[src/rtl/nus_pkg.sv]
// shared types and constants of the nal unit splitter
package nus_pkg;

   localparam int MAX_FRAME_BYTES = 1048576;
   localparam int POS_W = $clog2(MAX_FRAME_BYTES) + 1;
   localparam int OFFSET_W = 20;
   localparam int SIZE_W = 21;
   localparam int TYPE_W = 5;
   localparam int QUEUE_DEPTH = 4;
   localparam int QPTR_W = $clog2(QUEUE_DEPTH);
   localparam int QCNT_W = $clog2(QUEUE_DEPTH + 1);

   localparam logic [POS_W-1:0] POS_LIMIT = POS_W'(MAX_FRAME_BYTES);
   localparam logic [POS_W-1:0] POS_LAST = POS_W'(MAX_FRAME_BYTES - 1);
   localparam logic [7:0] START_CODE_LAST = 8'h01;

   localparam logic [TYPE_W-1:0] NAL_SLICE = 5'd1;
   localparam logic [TYPE_W-1:0] NAL_SLICE_IDR = 5'd5;
   localparam logic [TYPE_W-1:0] NAL_SEI = 5'd6;
   localparam logic [TYPE_W-1:0] NAL_AUD = 5'd9;

   localparam logic STATUS_NAL = 1'b0;
   localparam logic STATUS_NONE = 1'b1;

   typedef struct packed {
      logic                status;
      logic [TYPE_W-1:0]   nal_type;
      logic [OFFSET_W-1:0] nal_offset;
      logic [SIZE_W-1:0]   nal_size;
      logic                run_last;
   } nus_result_type;

   // first always holds a result, second only when second_valid is set
   typedef struct packed {
      logic           second_valid;
      nus_result_type first;
      nus_result_type second;
   } nus_entry_type;

   typedef struct packed {
      logic full;
      logic empty;
   } nus_queue_status_type;

endpackage

[src/rtl/nus_front.sv]
// byte scanner: start code search, nal bookkeeping and result building
module nus_front import nus_pkg::*; (
   input  logic                 clock,
   input  logic                 reset,
   input  logic                 req_valid,
   input  logic [7:0]           req_data_byte,
   input  logic                 req_frame_end,
   input  logic                 csr_valid,
   input  logic                 csr_drop_sei_aud,
   input  nus_queue_status_type queue_status,
   output logic                 req_ready,
   output logic                 push,
   output nus_entry_type        push_entry
);

   logic [23:0]         window_ff, window_in;
   logic [POS_W-1:0]    pos_ff, pos_in;
   logic                pending_ff, pending_in;
   logic                open_ff, open_in;
   logic [OFFSET_W-1:0] open_off_ff, open_off_in;
   logic [TYPE_W-1:0]   open_type_ff, open_type_in;
   logic                slice_ff, slice_in;
   logic                drop_ff;

   logic                accept;
   logic                inframe;
   logic                scan;
   logic                header;
   logic [TYPE_W-1:0]   hdr_type;
   logic [POS_W-1:0]    endpos;
   logic [SIZE_W-1:0]   cur_w, off_w, open_off_w, end_w;
   logic                r0_valid, r1_valid;
   nus_result_type      r0, r1;

   function automatic logic dropped(input logic drop, input logic [TYPE_W-1:0] t);
      dropped = drop && (t == NAL_SEI || t == NAL_AUD);
   endfunction

   assign req_ready = !queue_status.full;
   assign accept = req_valid && req_ready;

   always_comb begin
      inframe = pos_ff < POS_LIMIT;
      scan = inframe && !slice_ff;
      header = scan && pending_ff;
      hdr_type = req_data_byte[TYPE_W-1:0];
      cur_w = SIZE_W'(pos_ff);
      open_off_w = SIZE_W'(open_off_ff);

      r0 = '0;
      r0.status = STATUS_NAL;
      r0.nal_type = open_type_ff;
      r0.nal_offset = open_off_ff;
      r0.nal_size = cur_w - open_off_w - SIZE_W'(4);
      r0_valid = header && open_ff && !dropped(drop_ff, open_type_ff);

      window_in = window_ff;
      pos_in = pos_ff;
      pending_in = pending_ff;
      open_in = open_ff;
      open_off_in = open_off_ff;
      open_type_in = open_type_ff;
      slice_in = slice_ff;

      if (header) begin
         pending_in = 1'b0;
         open_in = 1'b1;
         open_off_in = pos_ff[OFFSET_W-1:0];
         open_type_in = hdr_type;
         slice_in = (hdr_type == NAL_SLICE) || (hdr_type == NAL_SLICE_IDR);
      end
      if (scan) begin
         if (!slice_in && window_ff == 24'd0 && req_data_byte == START_CODE_LAST) begin
            pending_in = 1'b1;
         end
         window_in = {window_ff[15:0], req_data_byte};
      end

      endpos = inframe ? pos_ff : POS_LAST;
      end_w = SIZE_W'(endpos);
      off_w = SIZE_W'(open_off_in);
      r1 = '0;
      r1.run_last = 1'b1;
      if (open_in) begin
         r1.status = STATUS_NAL;
         r1.nal_type = open_type_in;
         r1.nal_offset = open_off_in;
         r1.nal_size = pending_in ? (end_w - SIZE_W'(3) - off_w)
                                  : (end_w - off_w + SIZE_W'(1));
         r1_valid = req_frame_end && !dropped(drop_ff, open_type_in);
      end else begin
         r1.status = STATUS_NONE;
         r1_valid = req_frame_end;
      end

      if (req_frame_end) begin
         window_in = '0;
         pos_in = '0;
         pending_in = 1'b0;
         open_in = 1'b0;
         open_off_in = '0;
         open_type_in = '0;
         slice_in = 1'b0;
      end else if (inframe) begin
         pos_in = pos_ff + POS_W'(1);
      end

      push = accept && (r0_valid || r1_valid);
      push_entry.first = r0_valid ? r0 : r1;
      push_entry.second = r1;
      push_entry.second_valid = r0_valid && r1_valid;
   end

   always_ff @(posedge clock) begin
      if (reset) begin
         window_ff <= '0;
         pos_ff <= '0;
         pending_ff <= 1'b0;
         open_ff <= 1'b0;
         open_off_ff <= '0;
         open_type_ff <= '0;
         slice_ff <= 1'b0;
         drop_ff <= 1'b1;
      end else begin
         if (accept) begin
            window_ff <= window_in;
            pos_ff <= pos_in;
            pending_ff <= pending_in;
            open_ff <= open_in;
            open_off_ff <= open_off_in;
            open_type_ff <= open_type_in;
            slice_ff <= slice_in;
         end
         if (csr_valid) begin
            drop_ff <= csr_drop_sei_aud;
         end
      end
   end

endmodule

[src/rtl/nus_queue.sv]
// short result queue between scanner and output stage
module nus_queue import nus_pkg::*; (
   input  logic                 clock,
   input  logic                 reset,
   input  logic                 push,
   input  nus_entry_type        push_entry,
   input  logic                 pop,
   output nus_entry_type        head,
   output nus_queue_status_type status
);

   nus_entry_type       mem_ff [QUEUE_DEPTH];
   logic [QPTR_W-1:0]   wr_ptr_ff, rd_ptr_ff;
   logic [QCNT_W-1:0]   count_ff, count_in;

   assign head = mem_ff[rd_ptr_ff];
   assign status.full = count_ff == QCNT_W'(QUEUE_DEPTH);
   assign status.empty = count_ff == '0;

   always_comb begin
      count_in = count_ff;
      if (push && !pop) begin
         count_in = count_ff + QCNT_W'(1);
      end else if (pop && !push) begin
         count_in = count_ff - QCNT_W'(1);
      end
   end

   always_ff @(posedge clock) begin
      if (push) begin
         mem_ff[wr_ptr_ff] <= push_entry;
      end
   end

   always_ff @(posedge clock) begin
      if (reset) begin
         wr_ptr_ff <= '0;
         rd_ptr_ff <= '0;
         count_ff <= '0;
      end else begin
         if (push) begin
            wr_ptr_ff <= wr_ptr_ff + QPTR_W'(1);
         end
         if (pop) begin
            rd_ptr_ff <= rd_ptr_ff + QPTR_W'(1);
         end
         count_ff <= count_in;
      end
   end

endmodule

[src/rtl/nus_back.sv]
// output stage: splits queue entries into single transactions
module nus_back import nus_pkg::*; (
   input  logic                 clock,
   input  logic                 reset,
   input  nus_entry_type        head,
   input  nus_queue_status_type queue_status,
   output logic                 pop,
   input  logic                 rsp_ready,
   output logic                 rsp_valid,
   output logic                 rsp_status,
   output logic [TYPE_W-1:0]    rsp_nal_type,
   output logic [OFFSET_W-1:0]  rsp_nal_offset,
   output logic [SIZE_W-1:0]    rsp_nal_size,
   output logic                 rsp_run_last
);

   logic           valid_ff, valid_in;
   logic           second_ff, second_in;
   nus_result_type out_ff, out_in;
   logic           load;

   always_comb begin
      load = !valid_ff || rsp_ready;
      valid_in = valid_ff;
      second_in = second_ff;
      out_in = out_ff;
      pop = 1'b0;
      if (load) begin
         valid_in = !queue_status.empty;
         if (!queue_status.empty) begin
            out_in = second_ff ? head.second : head.first;
            pop = second_ff || !head.second_valid;
            second_in = !pop;
         end
      end
   end

   always_ff @(posedge clock) begin
      out_ff <= out_in;
   end

   always_ff @(posedge clock) begin
      if (reset) begin
         valid_ff <= 1'b0;
         second_ff <= 1'b0;
      end else begin
         valid_ff <= valid_in;
         second_ff <= second_in;
      end
   end

   assign rsp_valid = valid_ff;
   assign rsp_status = out_ff.status;
   assign rsp_nal_type = out_ff.nal_type;
   assign rsp_nal_offset = out_ff.nal_offset;
   assign rsp_nal_size = out_ff.nal_size;
   assign rsp_run_last = out_ff.run_last;

endmodule

[src/rtl/h264_nal_unit_splitter.sv]
// top level of the annex b nal unit splitter
// a result goes through the queue and then the output register before it is on rsp
// throughput: one byte per cycle; the scanner takes a byte whenever the 4-entry queue has room
// a byte that closes two nals yields two transactions on rsp, one after the other
// reset (synchronous): scan state and queue are cleared, drop_sei_aud returns to 1
module h264_nal_unit_splitter import nus_pkg::*; (
   input  logic                clock,
   input  logic                reset,
   input  logic                req_valid,
   output logic                req_ready,
   input  logic [7:0]          req_data_byte,
   input  logic                req_frame_end,
   output logic                rsp_valid,
   input  logic                rsp_ready,
   output logic                rsp_status,
   output logic [TYPE_W-1:0]   rsp_nal_type,
   output logic [OFFSET_W-1:0] rsp_nal_offset,
   output logic [SIZE_W-1:0]   rsp_nal_size,
   output logic                rsp_run_last,
   input  logic                csr_valid,
   output logic                csr_ready,
   input  logic                csr_drop_sei_aud
);

   nus_queue_status_type queue_status;
   nus_entry_type        push_entry, head;
   logic                 push, pop;

   assign csr_ready = 1'b1;

   nus_front u_front (
      .clock            (clock),
      .reset            (reset),
      .req_valid        (req_valid),
      .req_data_byte    (req_data_byte),
      .req_frame_end    (req_frame_end),
      .csr_valid        (csr_valid),
      .csr_drop_sei_aud (csr_drop_sei_aud),
      .queue_status     (queue_status),
      .req_ready        (req_ready),
      .push             (push),
      .push_entry       (push_entry)
   );

   nus_queue u_queue (
      .clock      (clock),
      .reset      (reset),
      .push       (push),
      .push_entry (push_entry),
      .pop        (pop),
      .head       (head),
      .status     (queue_status)
   );

   nus_back u_back (
      .clock          (clock),
      .reset          (reset),
      .head           (head),
      .queue_status   (queue_status),
      .pop            (pop),
      .rsp_ready      (rsp_ready),
      .rsp_valid      (rsp_valid),
      .rsp_status     (rsp_status),
      .rsp_nal_type   (rsp_nal_type),
      .rsp_nal_offset (rsp_nal_offset),
      .rsp_nal_size   (rsp_nal_size),
      .rsp_run_last   (rsp_run_last)
   );

endmodule

[config.mk]
export PLATFORM = sky130hd
export DESIGN_NAME = h264_nal_unit_splitter
export DESIGN_NICKNAME = d
export VERILOG_FILES = /design/src/rtl/nus_pkg.sv /design/src/rtl/nus_front.sv /design/src/rtl/nus_queue.sv /design/src/rtl/nus_back.sv /design/src/rtl/h264_nal_unit_splitter.sv
export SDC_FILE = /design/constraint.sdc
export NUM_CORES = 1
export LEC_CHECK = 0
export ABC_AREA = 1
export BUFFER_PORTS_ARGS = -buffer_cell sky130_fd_sc_hd__buf_2
export CORE_ASPECT_RATIO = 0.9
export CORE_UTILIZATION = 55
export DETAILED_ROUTE_END_ITERATION = 12
export MAX_ROUTING_LAYER = met4
export PLACE_DENSITY = 0.77
export SLEW_MARGIN = 20
export SYNTH_ARGS = -nofsm -noshare
export SYNTH_HDL_FRONTEND = slang
export SYNTH_SLANG_ARGS = --single-unit
[constraint.sdc]
create_clock -name clock -period 8.35 [get_ports clock]
set_input_delay 0.835 -clock clock [delete_from_list [all_inputs] [get_ports clock]]
set_output_delay 0.835 -clock clock [all_outputs]
set_load 0.01 [all_outputs]
# After elaboration in Yosys (flattened, before gate mapping)

Memory sizes are Yosys's and may differ from the RTL's. A register that Yosys moved wholly into a read port is not among the register bits.
Cells that the tools add are included.

Memories kept: 1
Register bits after elaboration: 131
Latch bits: 0
Bits in read-only memories: 0
RAM bits: 384

Muxes and demuxes: 31
Reductions and logical operators: 39
Shift operators: 0
Divide/modulo/power cells: 0
Bitwise gates (word level): 1
Equality and inequality tests: 8
Multipliers: 0
Add/subtract/negate cells: 11
$lt $le $gt $ge: 1

Memories:

| name           | words | bits a word | rd ports | clocked after memory_dff | wr ports | line            | text |
|---|---|---|---|---|---|---|---|
| u_queue.mem_ff | 4     | 96          | 1        | 1                        | 1        | nus_queue.sv:12 | `nus_entry_type mem_ff [QUEUE_DEPTH];` |

Operators by type and width:

| cell                  | number |
|---|---|
| $mux 48               | 2 |
| $mux 21               | 4 |
| $sub 21x20->21        | 3 |
| $mux 24               | 2 |
| $mux 46               | 1 |
| $add 21x1->21 const B | 2 |
| $mux 20               | 2 |
| $logic_not 24->1      | 1 |
| $lt 21x21->1 const B  | 1 |
| $sub 21x2->21 const B | 1 |
| $sub 21x3->21 const B | 1 |
| $eq 5x3->1 const B    | 3 |
| $logic_and 1x1->1     | 14 |
| $mux 1                | 14 |
| $logic_not 1->1       | 11 |
| $eq 5x4->1 const B    | 2 |
| $mux 5                | 2 |
| $eq 8x1->1 const B    | 1 |
| $logic_or 1x1->1      | 6 |
| $mux 3                | 2 |
| $reduce_and 2->1      | 3 |
| $reduce_bool 2->1     | 3 |
| $eq 5x1->1 const B    | 1 |
| $add 2x1->2 const B   | 2 |
| other kinds (6)       | 7 |

# Depth between registers and ports, before layout

Gate-level depths: netlist of run 1.

Depth after elaboration: 16
Depth in mapped cells: 23
Depth with buffers taken out: 21

# By module

From an unflattened synthesis of run 1, not the netlist that was laid out.

Cells, all modules: 2667
Area, all modules: 25559.5 um^2

By module, submodules not included:

| module                 | sequential area each (um^2) | instances | cells each | area an instance (um^2) |
|---|---|---|---|---|
| nus_queue              | 11831.3                     | 1         | 995        | 14785.4 |
| nus_front              | 1481.4                      | 1         | 1451       | 8603.3 |
| nus_back               | 1481.4                      | 1         | 219        | 2159.6 |
| h264_nal_unit_splitter | 0.0                         | 1         | 2          | 11.3 |

# Least setup slack after synthesis of run 1

Ideal clock, no wire load.

Path kind: input-to-reg
From: in req_data_byte[2]
To: mem u_queue.mem_ff[0][0] (netlist name), enable pin
Cell stages on the path: 6
Setup time: 0.549 ns
Path slack: 2.276 ns
Buffers on the path: 0
Data arrival time: 5.525 ns
Path through: o21ai_0 o22ai_1 a31o_1 nand2_1 nand2_4 nor2_1

Word-level cells in the longest chain between the ends: 11
Elaborated cells between the ends (all ways): 12

RTL lines:

| what                                     | line                         | text |
|---|---|---|
| start, declared                          | h264_nal_unit_splitter.sv:11 | `input logic [7:0] req_data_byte,` |
| $mux 5 (*)                               | nus_front.sv:65              | `if (header) begin` |
| $eq 5x3->1 or $eq 5x4->1 (tied branches) | nus_front.sv:36              | `dropped = drop && (t == NAL_SEI \|\| t == NAL_AUD);` |
| $logic_or 1x1->1 (*)                     | nus_front.sv:36              |  |
| $logic_and 1x1->1 (*)                    | nus_front.sv:36              |  |
| $logic_not 1->1 (*)                      | nus_front.sv:90              | `r1_valid = req_frame_end && !dropped(drop_ff, open_type_in);` |
| $logic_and 1x1->1 (*)                    | nus_front.sv:90              |  |
| $mux 1 (*)                               | nus_front.sv:84              | `if (open_in) begin` |
| $logic_or 1x1->1 (*)                     | nus_front.sv:108             | `push = accept && (r0_valid \|\| r1_valid);` |
| $logic_and 1x1->1 (*)                    | nus_front.sv:108             |  |
| $mux 1 (*)                               | nus_queue.sv:30              | `if (push) begin` |
| $mux 1 (not written as such) (*)         | nus_queue.sv:31              | `mem_ff[wr_ptr_ff] <= push_entry;` |
| end, declared                            | nus_queue.sv:12              |  |

Mark *: on every way between the ends. The rest lies on a longest branch, timed or not.

==> results of run 1 <==
worst paths after layout:
kind	start	end
setup / recovery	u_front.cur_w[20]	u_queue.mem_ff[3][59]
hold / removal	csr_valid	u_front.drop_ff
setup reg to reg	u_front.cur_w[20]	u_queue.mem_ff[3][59]
hold reg to reg	u_queue.rd_ptr_ff[1]	flip-flop
state kept, by name (all words and copies together), names as in the netlist, named ones only:
signal and count:
u_front.pending_ff 1, u_front.open_type_ff 5, u_back.rsp_status 1, u_front.slice_ff 1, u_front.window_ff 24, u_back.rsp_valid 1, u_queue.rd_ptr_ff 2, u_back.second_ff 1
u_back.rsp_nal_offset 20, u_front.drop_ff 1, u_queue.wr_ptr_ff 2, u_back.rsp_run_last 1, u_queue.mem_ff 380, u_queue.count_ff 3, u_back.rsp_nal_type 5, u_front.cur_w 21
u_back.rsp_nal_size 21, u_front.open_off_ff 20, u_front.open_ff 1
kinds of logic after synthesis:
group,count (synthesis)
AND/OR/NAND/NOR,988
AO/OA/AOI/OAI,571
flip-flops,513
buffers and inverters,418
adder cells (fa/ha/maj),122
XOR/XNOR,22
other,1
layout by cell type, fill, tap and decap left out, types with 50 or more instances in the layout:
| cell | netlist | final |
|---|---|---|
| nand3_1 | 83 | 83 |
| nand2_1 | 354 | 353 |
| clkbuf_16 | 0 | 50 |
| dfxtp_1 | 85 | 83 |
| a31oi_1 | 51 | 50 |
| ha_1 | 120 | 120 |
| buf_2 | 14 | 64 |
| nor2_1 | 467 | 461 |
| edfxtp_1 | 428 | 428 |
| inv_1 | 299 | 297 |
| o21ai_0 | 261 | 261 |
| o22ai_1 | 71 | 71 |
| a21oi_1 | 133 | 133 |
area by class of cell:
type | count | area, µm²
flip-flops and latches | 513 | 14600
well taps | 600 | 751
fillers | 3583 | 17000
diodes | 1 | 2.50
repair buffers | 87 | 493
multi-input cells | 1704 | 8960
clock buffers | 68 | 1360
inverters | 305 | 1150
clock inverters | 26 | 350
power groups by stage:
| stage | combinational [mW] | clock, mW | sequential [mW] |
|---|---|---|---|
| 3_5_place_dp | 1.56 | 0 | 3.24 |
| 2_1_floorplan | 0.996 | 0 | 3.28 |
| 6_report | 1.57 | 2.33 | 3.19 |
| 4_1_cts | 1.58 | 2.36 | 3.19 |
| 3_3_place_gp | 1.51 | 0 | 3.23 |
| 5_1_grt | 1.74 | 2.46 | 3.21 |
worst register-to-register path: stages (launching register included):
cell and delay (ns):
dfxtp_1 0.97, nor2_4 0.18, nand2_4 0.50, nand2_1 0.12, o21ai_0 0.20, inv_1 0.15
ha_1 0.35, inv_1 0.06, ha_1 0.39, a21oi_1 0.14, o21a_1 0.25, o21ai_0 0.35
a21oi_2 0.11, or2_2 0.29, nand3_1 0.12, nand3_1 0.14, o21ai_0 0.39
layer usage:
metal | global-route usage [%] | routed length [µm] | up-vias
met4 | 9.44 | 2010 | 0
met5 | - | 0 | -
met3 | 5.68 | 5770 | 109
li1 | - | - | 9045
met2 | 46.2 | 31300 | 912
met1 | 41.7 | 29700 | 9267
stage by stage:
step / worst slack (ns) / utilization (%) / power [mW] / cell area [µm²]
after floorplan: 2.28 / - / 4.27 / 25100
after global placement: 3.66 / 58.1 / 4.74 / 25900
after detailed placement: 3.52 / 58.1 / 4.80 / 25900
after CTS: 3.49 / 62.0 / 7.13 / 27600
after global routing: 3.07 / 62.0 / 7.41 / 27600
final: 3.39 / 62.0 / 7.09 / 27600
==> flow_summary.json, run 1 <==
{
  "dieArea_um2": 46400,
  "boundaryPins": 66,
  "cts-buffers-inserted": 50,
  "path_cells": "nor2_4, nand2_4, nand2_1, o21ai_0, inv_1, ha_1, inv_1, ha_1, a21oi_1, o21a_1, o21ai_0, a21oi_2, or2_2, nand3_1, nand3_1, o21ai_0",
  "totalWireLength_mm": 68.8,
  "routed_via_density": 5.85,
  "p_sw_mw": 2.19,
  "drive_gt1_share_pct": 7.81,
  "synthMuxAreaShare_pct": 0,
  "ir_drop_uv": 210,
  "ctsHtreeMaxLevel": 2,
  "critical-path-top-delay-family": "compound AO/OA/AOI/OAI gates",
  "grt-ovfl-total": 0,
  "cts_tree": "done",
  "power_frac_clock_pct": 32.9,
  "yosys.cell_types.count": 53,
  "area_growth_pct": 10.2,
  "rows": 73,
  "power_frac_seq_pct": 45.0,
  "slew_violations": 0,
  "crit_top_cell": "o21ai_0",
  "grt_pass1_vias": 18100,
  "rsz0062_at_grt": "false",
  "final_nets": 2798,
  "postSynthAreaPerCell_um2": 9.51,
  "swShare_pct": 30.9,
  "synth-compound-area-share_pct": 12.4,
  "die_h_um": 204,
  "cp.required_ns": 8.70,
  "route.detailed.drc": 0,
  "fin_tns_setup_ns": 0,
  "crit_cells": 16,
  "ff2ff_setup_slack_ns": 3.39,
  "gp_congestion": 0.983,
  "leakagePower_nw": 11.1,
  "grt_usage_pct": 30.5,
  "power_frac_comb_pct": 22.1,
  "post-route-period-util_pct": 59.4,
  "numPortBuffers": 64,
  "finalNonFillerCells": 3304,
  "cts-hold-fix-buffers": 0,
  "final_antenna_net_count": 0,
  "drt_first_iter_violations": 2075,
  "synth.most_common_cell": "nor2_1",
  "grt_pass1_wl_mm": 103,
  "synth_seq_cells": 513,
  "clockRootBuffer": "clkbuf_16",
  "synth_top_area_share_pct": 51.3,
  "status": "finished, final reports clean",
  "yosys.area_share.simple_pct": 16.1,
  "core_area_um2": 44600,
  "post_cts_resize_count": 0,
  "firstDrtPassIters": 6,
  "start_util_pct": 56.2,
  "synth_top_family_by_area": "simple AND/OR/NAND/NOR gates",
  "hpwl_mm": 45.7,
  "synth_area_um2": 25100,
  "cts_setup_buffers": 0,
  "maxCapViolCount": 0,
  "reg2reg_depth": 16,
  "fin_crit_ns": 4.96,
  "synth_top_area_cell": "edfxtp_1",
  "slew_headroom_pct": 33.6,
  "path_clk_slew_ns": 0.06,
  "synth_xor_area_share_pct": 0.769,
  "syn_nets": 2772,
  "cellPowerDensity_nw_per_um2": 257,
  "synth_seq_area_share_pct": 58.1,
  "min_path_cells": 2,
  "tightest_slew_ns": 0.996,
  "yosysWarnings": 0,
  "vias": 19300,
  "die_x_um": 227,
  "antenna_found_initial": 0,
  "synth-edff-count": 428,
  "ys_top_cells_by_area": "edfxtp_1 51%, nor2_1 7.0%, dfxtp_1 6.8%",
  "fin_skew_ns": 0.0214,
  "clock_sinks": 513,
  "hold_viol": 0,
  "end_kind": "flip-flop",
  "place_inst": 3209,
  "whs_ns": 0.438,
  "synth_fa_ha_area_share_pct": 6.15,
  "max_freq_mhz": 202,
  "async_flop_share_pct": 0,
  "netlist_instances": 2635,
  "slowest_stage": "dfxtp_1",
  "grt_max_degree": 93,
  "hp-class": "input pin to flip-flop",
  "clock_path_buffers": 3,
  "path_class": "flip-flop to flip-flop",
  "arrival_ns": 5.31,
  "synth_flop_cell": "edfxtp_1",
  "wl_per_cell_um": 20.8,
  "worst_setup_path_start_kind": "flip-flop",
  "worst_path_largest_cell_delay_ns": 0.97,
  "clock_latency_ns": 0.61,
  "p_int_mw": 4.90,
  "finalSetupViolCount": 0,
  "synth_common_cells": "467 x nor2_1, 428 x edfxtp_1, 354 x nand2_1",
  "path_max_fanout": 55,
  "worst-path-buf-inv": 2
}
(Power assumes the default switching activity.)
==> run 2: changes to the inputs <==
--- a/config.mk
+++ b/config.mk
@@ -5,13 +5,13 @@
 export SDC_FILE = /design/constraint.sdc
 export NUM_CORES = 1
 export LEC_CHECK = 0
-export ABC_AREA = 1
+export ABC_AREA = 0
 export BUFFER_PORTS_ARGS = -buffer_cell sky130_fd_sc_hd__buf_2
 export CORE_ASPECT_RATIO = 0.9
 export CORE_UTILIZATION = 55
 export DETAILED_ROUTE_END_ITERATION = 12
 export MAX_ROUTING_LAYER = met4
-export PLACE_DENSITY = 0.77
+export PLACE_DENSITY = 0.79
 export SLEW_MARGIN = 20
 export SYNTH_ARGS = -nofsm -noshare
 export SYNTH_HDL_FRONTEND = slang
==> constraint.sdc (replaced) <==
create_clock -name clock -period 4.06 [get_ports clock]
set_input_delay 0.406 -clock clock [delete_from_list [all_inputs] [get_ports clock]]
set_output_delay 0.406 -clock clock [all_outputs]
set_load 0.01 [all_outputs]
==> run 2 against run 1 <==
  * Flip-flop and latch count unchanged
  * First-iteration DRC count down 32%
  * Die area down 3.3%
  * Worst hold slack worse by 0.39 ns
  * Cell area down 0.92%
  * Wire length down 17%
  * Maximum frequency up 27%
  * Clock power up 100%
  * Critical path depth down 3
  * Critical path type unchanged
  * Largest power group unchanged
  * Highest routed layer unchanged
==> flow_summary.json, run 2 <==
{
  "ctsHtreeMaxLevel": 2,
  "routed_via_density": 6.02,
  "cts_tree": "done",
  "critical-path-top-delay-family": "compound AO/OA/AOI/OAI gates",
  "path_cells": "buf_4, or2_2, ha_1, ha_1, and3_1, a41o_1, o31ai_1, buf_4, o21ai_0, xnor2_1, nor2_1, a21oi_1, o31ai_1",
  "firstDrtPassIters": 5,
  "hpwl_mm": 38.2,
  "cp.required_ns": 4.36,
  "die_h_um": 201,
  "end_kind": "flip-flop",
  "clock_latency_ns": 0.62,
  "final_area_um2": 27400,
  "ys_top_cells_by_area": "edfxtp_1 53%, mux4_2 8.8%, dfxtp_1 7.0%",
  "route.detailed.drc": 0,
  "netlist_instances": 1854,
  "grt_pass1_wl_mm": 88.3,
  "boundaryPins": 66,
  "grt-ovfl-total": 0,
  "synth.most_common_cell": "edfxtp_1",
  "synth_seq_cells": 513,
  "synth_area_um2": 24200,
  "synth_flop_cell": "edfxtp_1",
  "synth_seq_area_share_pct": 60.1,
  "place_area_um2": 25600,
  "tightest_slew_ns": 0.838,
  "multi_input_area_um2": 8860,
  "path_class": "flip-flop to flip-flop",
  "clockRootBuffer": "clkbuf_16",
  "drive_gt1_share_pct": 19.5,
  "grt_usage_pct": 26.8,
  "slew_violations": 0,
  "maxCapViolCount": 0,
  "fin_crit_ns": 3.91,
  "cts-buffers-inserted": 51,
  "leakagePower_nw": 10.2,
  "worst_path_largest_cell_delay_ns": 0.57,
  "top_layer_used": "met4",
  "fin_skew_ns": 0.0368,
  "core_area_um2": 43200,
  "largestRegisters": "u_queue.mem_ff (380), u_front.window_ff (24)",
  "slowest_stage": "o31ai_1",
  "slew_headroom_pct": 44.2,
  "largest_reg_flops": 380,
  "path_clk_slew_ns": 0.06,
  "post-route-period-util_pct": 96.4,
  "async_flop_share_pct": 0,
  "hold_viol": 0,
  "worst_setup_path_start_kind": "flip-flop",
  "start_util_pct": 56.0,
  "met1_length_mm": 23.5,
  "rows": 72,
  "syn_nets": 1991,
  "wl_met3_mm": 3.44,
  "worst-path-buf-inv": 2,
  "largest_register": "u_queue.mem_ff",
  "grt_pass1_vias": 15600,
  "antenna_found_initial": 3,
  "whs_ns": 0.0437,
  "numPortBuffers": 64,
  "layout_commonest_cell": "edfxtp_1",
  "ir_drop_uv": 515,
  "yosys.cell_types.count": 75,
  "yosysWarnings": 0,
  "area_growth_pct": 13.0,
  "arrival_ns": 4.21,
  "fill_cells": 3201,
  "finalSetupViolCount": 0,
  "synth-edff-count": 428,
  "synth_common_cells": "428 x edfxtp_1, 219 x nand2_1, 163 x nor2_1",
  "path_max_fanout": 28,
  "synth_top_area_cell": "edfxtp_1",
  "drt_first_iter_violations": 1410,
  "final_antenna_net_count": 0,
  "hp-class": "input pin to flip-flop",
  "status": "finished, final reports clean",
  "die_x_um": 223,
  "totalWireLength_mm": 57.2,
  "cellPowerDensity_nw_per_um2": 500,
  "wl_met2_mm": 28.3,
  "clock_path_buffers": 3,
  "final_cell_mix": "428 x edfxtp_1, 218 x nand2_1, 162 x nor2_1, 148 x inv_1, 118 x ha_1",
  "gp_congestion": 0.933,
  "regArea_um2": 14600,
  "finish.utilization_pct": 63.3,
  "wl_per_cell_um": 22.3,
  "grt_max_degree": 95,
  "synth_top_area_share_pct": 53.1,
  "final_nets": 2109,
  "max_freq_mhz": 256,
  "postSynthAreaPerCell_um2": 13.1,
  "clock_sinks": 513,
  "dieArea_um2": 44900,
  "vias": 15500
}
[run 2: final timing paths]
path | from | to | slack [ns] | cells after the start
setup / recovery | u_front.cur_w[20] | u_queue.mem_ff[0][58] | 0.15 | 13
hold / removal | csr_drop_sei_aud | u_front.drop_ff | 0.04 | 3
setup reg to reg | u_front.cur_w[20] | u_queue.mem_ff[0][58] | 0.15 | 13
hold reg to reg | u_back.rsp_valid | u_back.rsp_valid | 0.47 | 2
[run 2: area by class of cell]
class                   count  share of cell area, %
clock inverters            28                   1.19
repair buffers            141                   3.67
clock buffers              62                   4.89
inverters                 151                   2.08
well taps                 555                   2.54
diodes                      2                 0.0183
multi-input cells        1114                   32.4
flip-flops and latches    513                   53.2
[run 2: metal layers]
metal | vias up | GRT usage [%]
li1 | 7034 | -
met1 | 7721 | 34.4
met2 | 572 | 43.5
met3 | 129 | 3.67
met4 | 0 | 9.88
met5 | - | -
[run 2: stage by stage]
stage | TNS [ns] | cells | setup slack, ns | power, mW
after global routing | -0.00394 | 2566 | -0.00394 | 14.2
after global placement | 0 | 2472 | 0.0291 | 9.10
after detailed placement | -0.253 | 2472 | -0.0633 | 9.17
after floorplan | 0 | 1854 | 0.0527 | 8.27
final | 0 | 2566 | 0.147 | 13.7
after CTS | 0 | 2563 | 0.0268 | 13.8
[run 2: kinds of logic (layout without fill, tap and decap cells)]
family / Yosys count / in the layout / share of synthesized area, %
simple gates: 520 / 520 / 9.45
flops: 513 / 513 / 60.1
compound gates: 271 / 271 / 7.49
buf+inv: 227 / 382 / 3.60
mux: 132 / 132 / 10.5
fa+ha+maj: 122 / 122 / 6.36
xor+xnor: 68 / 68 / 2.46
other cells: 1 / 3 / 0.0155
[run 2: repair_timing]
item / in CTS / in global routing
setup endpoints to repair: 16 / 80
hold buffers: 1 / 0
pin swaps: 0 / 3
hold endpoints to repair: 1 / 0
resized for setup: 3 / 18
buffers inserted: 0 / 1
[run 2: worst reg2reg max path, delay by kind of cell (launching register included)]
kind,cells,cell delay [ns]
AOI/OAI and AO/OA,5,1.39
xor gates and xnor gates,1,0.15
adders and majority gates,2,0.64
buffers and inverters,2,0.45
DFF,1,0.34
and+or+nand+nor,3,0.65
[run 2: power breakdown]
| part | switching [mW] | internal (mW) | total (mW) |
|---|---|---|---|
| Sequential | 0.137 | 6.28 | 6.42 |
| Combinational | 1.53 | 1.04 | 2.57 |
| Clock | 2.01 | 2.68 | 4.70 |
| Total | 3.68 | 10.0 | 13.7 |
